===== src/rtl/gasc_pkg.sv =====
// ----------------------------------------------------------------------------
// gasc_pkg
// Shared types, widths and helpers of the glyph atlas slot cache.
// ----------------------------------------------------------------------------
package gasc_pkg;

    // Parameter defaults
    localparam int MAP_DEPTH_DEF = 4096;
    localparam int MAX_ATLAS_DEF = 8192;
    localparam int MAX_SLOTS_DEF = 65536;

    // Field widths
    localparam int REQ_W      = 2;
    localparam int CODE_W     = 21;
    localparam int STATUS_W   = 3;
    localparam int SLOT_W     = 16;
    localparam int COORD_W    = 13;
    localparam int SIDE_W     = 14;
    localparam int TILE_W     = 9;
    localparam int NEXT_W     = 17;
    localparam int EPOCH_W    = 8;
    localparam int CFG_IDX_W  = 2;
    localparam int CFG_DATA_W = 14;
    localparam int IN_DATA_W  = 24;
    localparam int OUT_DATA_W = 56;

    // Divider geometry
    localparam int DIV_N = 16;
    localparam int DIV_D = SIDE_W;

    // Reset values
    localparam logic [TILE_W-1:0]  TILE_RESET = 9'd8;
    localparam logic [TILE_W-1:0]  TILE_MAX   = 9'd256;
    localparam logic [SIDE_W-1:0]  SIDE_RESET = 14'd256;
    localparam logic [EPOCH_W-1:0] EPOCH_MAX  = '1;
    localparam logic [EPOCH_W-1:0] EPOCH_FIRST = 8'd1;

    // Request codes
    localparam logic [REQ_W-1:0] REQ_ENSURE = 2'd0;
    localparam logic [REQ_W-1:0] REQ_QUERY  = 2'd1;
    localparam logic [REQ_W-1:0] REQ_RESET  = 2'd2;

    // Register indexes
    localparam logic [CFG_IDX_W-1:0] CFG_TILE_WIDTH  = 2'd0;
    localparam logic [CFG_IDX_W-1:0] CFG_TILE_HEIGHT = 2'd1;
    localparam logic [CFG_IDX_W-1:0] CFG_ATLAS_SIZE  = 2'd2;

    typedef enum logic [STATUS_W-1:0] {
        ST_HIT     = 3'd0,
        ST_PLACED  = 3'd1,
        ST_GROWN   = 3'd2,
        ST_CLEARED = 3'd3,
        ST_ABSENT  = 3'd4,
        ST_RANGE   = 3'd5,
        ST_NOGROW  = 3'd6
    } gasc_status_t;

    typedef enum logic [3:0] {
        S_IDLE,
        S_CLEAR,
        S_COLS_GO,
        S_COLS_WAIT,
        S_ROWS_GO,
        S_ROWS_WAIT,
        S_CAP,
        S_LOOK,
        S_SLOT_GO,
        S_SLOT_WAIT,
        S_RECT,
        S_FIN
    } gasc_state_t;

    typedef enum logic [1:0] {
        DIV_COLS,
        DIV_ROWS,
        DIV_SLOT
    } gasc_div_op_t;

    typedef enum logic [1:0] {
        SRC_NONE,
        SRC_HIT,
        SRC_NEXT
    } gasc_slot_src_t;

    // Controller to datapath
    typedef struct packed {
        logic           load_req;
        logic           pass_write;
        logic           div_start;
        gasc_div_op_t   div_op;
        logic           cols_load;
        logic           rows_load;
        logic           cap_load;
        logic           res_load;
        gasc_status_t   res_status;
        gasc_slot_src_t slot_src;
        logic           place;
        logic           map_clear;
        logic           grow;
        logic           rect_load;
        logic           out_load;
    } gasc_cmd_t;

    // Datapath to controller
    typedef struct packed {
        logic div_busy;
        logic div_done;
        logic pass_last;
        logic out_free;
        logic req_clear;
        logic req_ensure;
        logic code_oor;
        logic hit;
        logic full;
        logic can_grow;
        logic cols_zero;
        logic cfg_geom;
        logic epoch_wrap;
    } gasc_stat_t;

    // Tile sizes are used in the range 1..256
    function automatic logic [TILE_W-1:0] clamp_tile(input logic [TILE_W-1:0] v);
        logic [TILE_W-1:0] r;
        r = v;
        if (v == '0) begin
            r = 9'd1;
        end
        else if (v > TILE_MAX) begin
            r = TILE_MAX;
        end
        return r;
    endfunction

endpackage


===== src/rtl/gasc_ctrl.sv =====
// ----------------------------------------------------------------------------
// gasc_ctrl
// Controller: sweeps the map, refreshes geometry and sequences each request.
// ----------------------------------------------------------------------------
module gasc_ctrl (
    input  logic                 clk,
    input  logic                 rst_n,
    input  logic                 s_tvalid,
    output logic                 s_tready,
    input  gasc_pkg::gasc_stat_t stat,
    output gasc_pkg::gasc_cmd_t  cmd
);
    import gasc_pkg::*;

    gasc_state_t state_reg, state_next;
    logic        pass_pend_reg, pass_pend_next;
    logic        dirty_reg, dirty_next;
    logic        ready;

    assign ready = (state_reg == S_IDLE) && !pass_pend_reg && !dirty_reg;

    // Next state
    always_comb
    begin
        state_next = state_reg;
        unique case (state_reg)
            S_IDLE:
            begin
                if (pass_pend_reg)
                begin
                    state_next = S_CLEAR;
                end
                else if (dirty_reg)
                begin
                    state_next = S_COLS_GO;
                end
                else if (s_tvalid)
                begin
                    state_next = S_LOOK;
                end
            end
            S_CLEAR:
            begin
                if (stat.pass_last)
                begin
                    state_next = S_IDLE;
                end
            end
            S_COLS_GO:   state_next = S_COLS_WAIT;
            S_COLS_WAIT:
            begin
                if (stat.div_done)
                begin
                    state_next = S_ROWS_GO;
                end
            end
            S_ROWS_GO:   state_next = S_ROWS_WAIT;
            S_ROWS_WAIT:
            begin
                if (stat.div_done)
                begin
                    state_next = S_CAP;
                end
            end
            S_CAP:       state_next = S_IDLE;
            S_LOOK:
            begin
                state_next = S_FIN;
                if (!stat.req_clear && !stat.code_oor && !stat.cols_zero)
                begin
                    if (stat.hit || (stat.req_ensure && !stat.full))
                    begin
                        state_next = S_SLOT_GO;
                    end
                end
            end
            S_SLOT_GO:   state_next = S_SLOT_WAIT;
            S_SLOT_WAIT:
            begin
                if (stat.div_done)
                begin
                    state_next = S_RECT;
                end
            end
            S_RECT:      state_next = S_FIN;
            S_FIN:
            begin
                if (stat.out_free)
                begin
                    state_next = S_IDLE;
                end
            end
            default:     state_next = S_IDLE;
        endcase
    end

    // Outputs
    always_comb
    begin
        cmd      = '0;
        s_tready = 1'b0;
        unique case (state_reg)
            S_IDLE:
            begin
                s_tready     = ready;
                cmd.load_req = ready && s_tvalid;
            end
            S_CLEAR:
            begin
                cmd.pass_write = 1'b1;
            end
            S_COLS_GO:
            begin
                cmd.div_start = 1'b1;
                cmd.div_op    = DIV_COLS;
            end
            S_COLS_WAIT:
            begin
                cmd.cols_load = stat.div_done;
            end
            S_ROWS_GO:
            begin
                cmd.div_start = 1'b1;
                cmd.div_op    = DIV_ROWS;
            end
            S_ROWS_WAIT:
            begin
                cmd.rows_load = stat.div_done;
            end
            S_CAP:
            begin
                cmd.cap_load = 1'b1;
            end
            S_LOOK:
            begin
                cmd.res_load = 1'b1;
                if (stat.req_clear)
                begin
                    cmd.res_status = ST_CLEARED;
                    cmd.map_clear  = 1'b1;
                end
                else if (stat.code_oor)
                begin
                    cmd.res_status = ST_RANGE;
                end
                else if (stat.hit)
                begin
                    cmd.res_status = ST_HIT;
                    cmd.slot_src   = SRC_HIT;
                end
                else if (!stat.req_ensure)
                begin
                    cmd.res_status = ST_ABSENT;
                end
                else if (stat.full)
                begin
                    if (stat.can_grow)
                    begin
                        cmd.res_status = ST_GROWN;
                        cmd.grow       = 1'b1;
                        cmd.map_clear  = 1'b1;
                    end
                    else
                    begin
                        cmd.res_status = ST_NOGROW;
                    end
                end
                else
                begin
                    cmd.res_status = ST_PLACED;
                    cmd.slot_src   = SRC_NEXT;
                    cmd.place      = 1'b1;
                end
            end
            S_SLOT_GO:
            begin
                cmd.div_start = 1'b1;
                cmd.div_op    = DIV_SLOT;
            end
            S_SLOT_WAIT:
            begin
                cmd.div_op = DIV_SLOT;
            end
            S_RECT:
            begin
                cmd.rect_load = 1'b1;
            end
            S_FIN:
            begin
                cmd.out_load = stat.out_free;
            end
            default:
            begin
                cmd = '0;
            end
        endcase
    end

    // Pending sweep and stale geometry flags
    always_comb
    begin
        pass_pend_next = pass_pend_reg;
        dirty_next     = dirty_reg;
        if (state_reg == S_IDLE && pass_pend_reg)
        begin
            pass_pend_next = 1'b0;
        end
        if (stat.epoch_wrap)
        begin
            pass_pend_next = 1'b1;
        end
        if (state_reg == S_COLS_GO)
        begin
            dirty_next = 1'b0;
        end
        if (stat.cfg_geom || cmd.grow)
        begin
            dirty_next = 1'b1;
        end
    end

    always_ff @(posedge clk or negedge rst_n)
    begin
        if (!rst_n)
        begin
            state_reg     <= S_IDLE;
            pass_pend_reg <= 1'b1;
            dirty_reg     <= 1'b1;
        end
        else
        begin
            state_reg     <= state_next;
            pass_pend_reg <= pass_pend_next;
            dirty_reg     <= dirty_next;
        end
    end

endmodule


===== config.mk =====
export PLATFORM = sky130hd
export DESIGN_NAME = gasc_ctrl
export DESIGN_NICKNAME = d
export VERILOG_FILES = /design/src/rtl/gasc_pkg.sv /design/src/rtl/gasc_ctrl.sv
export SDC_FILE = /design/constraint.sdc
export NUM_CORES = 1
export LEC_CHECK = 0
export BUFFER_PORTS_ARGS = -buffer_cell sky130_fd_sc_hd__clkbuf_2
export CAP_MARGIN = 20
export CORE_MARGIN = 2
export CORE_UTILIZATION = 25
export CTS_CLUSTER_SIZE = 30
export DETAILED_ROUTE_END_ITERATION = 16
export PLACE_DENSITY = 0.58
export SLEW_MARGIN = 10
export SYNTH_ARGS = -nofsm -noshare
export SYNTH_HDL_FRONTEND = slang
export SYNTH_SLANG_ARGS = --single-unit

===== constraint.sdc =====
create_clock -name clk -period 1.8 [get_ports clk]
set_clock_uncertainty 0.1 [all_clocks]
set_input_delay 0.18 -clock clk [delete_from_list [all_inputs] [get_ports clk]]
set_output_delay 0.18 -clock clk [all_outputs]
set_load 0.02 [all_outputs]

==> reports/results.ini <==
[clock_tree]
clk_pin_slew_ns = 0.05
clock_latency_ns = 0.25
root_buffer = clkbuf_4
cts_buffers = 3
tritoncts = yes
clockBufferDepth = 2
cts.htree.levels = 1
clock_sinks = 6

[logic_synthesis]
synth_xor_area_share_pct = 2.607
synth_edf_count = 0
synth.distinct_cells = 39
synthFlopType = dfrtp_1
synth_simple_gate_area_share_pct = 46.18
asyncSetResetFlopFracSynth_pct = 100.0
synth.area.mux_share_pct = 6.331
netlist_area_um2 = 671.9
seq_area_frac_synth_pct = 22.72
syn_avg_cell_area_um2 = 7.723
synth-seq-cells = 6
netlist.area_leader.share_pct = 14.90
synthTopCellsByArea = dfrtp_1 (15%), dfstp_2 (7.8%), nor2_1 (6.7%)
synth_nets = 103
syn_inst = 87
synth_top_cell_by_area = dfrtp_1
synth_fa_ha_area_share_pct = 0
synth_compound_area_share_pct = 14.15
synth_top_family_by_area = simple AND/OR/NAND/NOR gates
yosysWarnings = 0

[worst_hold_path]
hold_path_end = dirty_reg
hold_path_class = primary input to flop
hp-start = stat[1]
min_path_cells = 2

[finish]
fin_nets = 153
instances_no_fill = 166
multi_input_area_um2 = 533.0
layout_commonest_cell = buf_4
diodes = 0
final_cell_mix = buf_4 (22), clkbuf_2 (21), nor2_1 (11)
post-route-util_pct = 45.14
area_delta_synth_final_pct = 69.46
stdcell_area_um2 = 1139
fill_cells = 278
largest_reg_flops = 4
seq_area_um2 = 156.4
drive_gt1_share_pct = 58.09

[power_and_ir_drop]
p_leak_nw = 0.5300
p_per_area_nw_per_um2 = 1383
power_mw = 1.574
peakVddDrop_v = 0.0007832

[place]
gp_congestion = 0.7770
post-dp-hpwl_um = 1565
dpl_cell_area_um2 = 943.4
portBuffers = 34
dp.cells = 154

[grt]
grt_pass1_vias = 778
gr-usage-all-layers_pct = 13.58
grt_max_degree = 11
antenna_found_initial = 0
grt_overflow_total = 0
grt_pass1_wl_um = 3394

[routing]
ant_nets = 0
wl_per_cell_um = 13.51
drtIter0Drc = 17
drt_wl_total_um = 2242
route.detailed.drc = 0
vias = 866
firstDrtPassIters = 4
vias_per_cell = 5.217

[timing]
setup_ws_ns = -0.1432
rsz0062_at_grt = yes
finalCriticalPeriod_ns = 1.943
hold_slack_ns = 0.03183
max-slew-margin-rel_pct = 67.00
tightest_slew_ns = 0.4883
hold_viol_final = 0
drv_slew = 0
max_freq_mhz = 514.6
setup_viol = 5
fin_crit_sh_pct = 108.0

[critical_path]
cp.required_ns = 1.52
rrSetupSlack_ns = -0.01
crit_path_end_kind = output port
cp.arrival_ns = 1.66
reg2reg_from = state_reg[1]
regToRegEndpoint = state_reg[1]
crit_type = flop to output port
r2r_cells = 6
cp-start-kind = flop
cp_max_fo = 3

[status]
status = complete, but fails checks
failed_checks = negative setup slack

[floorplan]
die_w_um = 55.84
core_um2 = 2522
dieArea_um2 = 3118
dieHeight_um = 55.84
io_pins = 36
rows = 18
start_util_pct = 26.64

[flow_run]
drv_cap = 0

-- worst max-delay path, stage by stage, from the launching register on --
cell and delay [ns]:
dfrtp_2 0.41, or4_4 0.58, nor3_4 0.14, buf_4 0.14, clkbuf_8 0.14
-- final cells by class --
class / instances / area share, %
Inverter: 2 / 0.6593
Multi-Input combinational cell: 71 / 46.81
Tap cell: 30 / 3.297
Timing Repair Buffer: 53 / 33.19
Sequential cell: 6 / 13.74
Clock buffer: 4 / 2.308
-- stage by stage --
stage	setup slack [ns]	TNS, ns
final	-0.1432	-0.3902
after global routing	-0.2048	-0.8690
after CTS	-0.1656	-0.3835
after detailed placement	0.05400	0
after global placement	0.06412	0
after floorplan	-0.04597	-0.09061
-- where the power goes --
part / internal, mW / switching (mW) / leakage, nW
Sequential: 0.211 / 0.0586 / 0.0684
Clock: 0.0841 / 0.0518 / 0.0150
Combinational: 0.573 / 0.596 / 0.447
Total: 0.868 / 0.706 / 0.530
-- Yosys cell counts, types with 2 or more instances --
cell      number
nor2_1        12
and2_1         2
o21ai_0        2
mux2i_1        2
nor4bb_1       3
nand2b_1       5
mux2_2         2
nor3b_1        2
nand2_1        4
buf_4          2
inv_1          2
clkbuf_1       4
dfstp_2        2
nor3_1         7
a21oi_1        5
dfrtp_1        4
nor4_1         5
-- how the worst max path moves through the flow --
stage / from / endpoint / slack [ns] / cells past startpoint
finish: state_reg[0] / s_tready / -0.14 / 4
global route: state_reg[2] / s_tready / -0.20 / 4
CTS: state_reg[3] / cmd[18] / -0.17 / 4
detailed placement: state_reg[3] / cmd[18] / 0.05 / 4
global placement: state_reg[1] / cmd[6] / 0.06 / 4
floorplan: state_reg[3] / cmd[6] / -0.05 / 5
-- routing by layer --
metal	vias up	part of all wire, %	GRT usage [%]
met5	-	0	0
met4	0	2.1	4.762
met3	6	7.4	4.419
met2	39	52	22.28
met1	403	38	16.67
li1	418	-	-
-- what timing repair did --
item	in CTS	in global routing
endpoints found under the setup margin	12	14
resized for setup	18	24
buffers inserted	2	5
hold endpoints to repair	6	0
gates cloned	0	0
hold buffers	1	0
pin swaps	4	5
-- logic make-up after synthesis --
logic type,after synthesis
AO/OA/AOI/OAI,14
AND/OR/NAND/NOR,51
XOR/XNOR,2
flip-flops,6
buffers and inverters,10
multiplexers,4
Power figures use the tool's default switching activity.
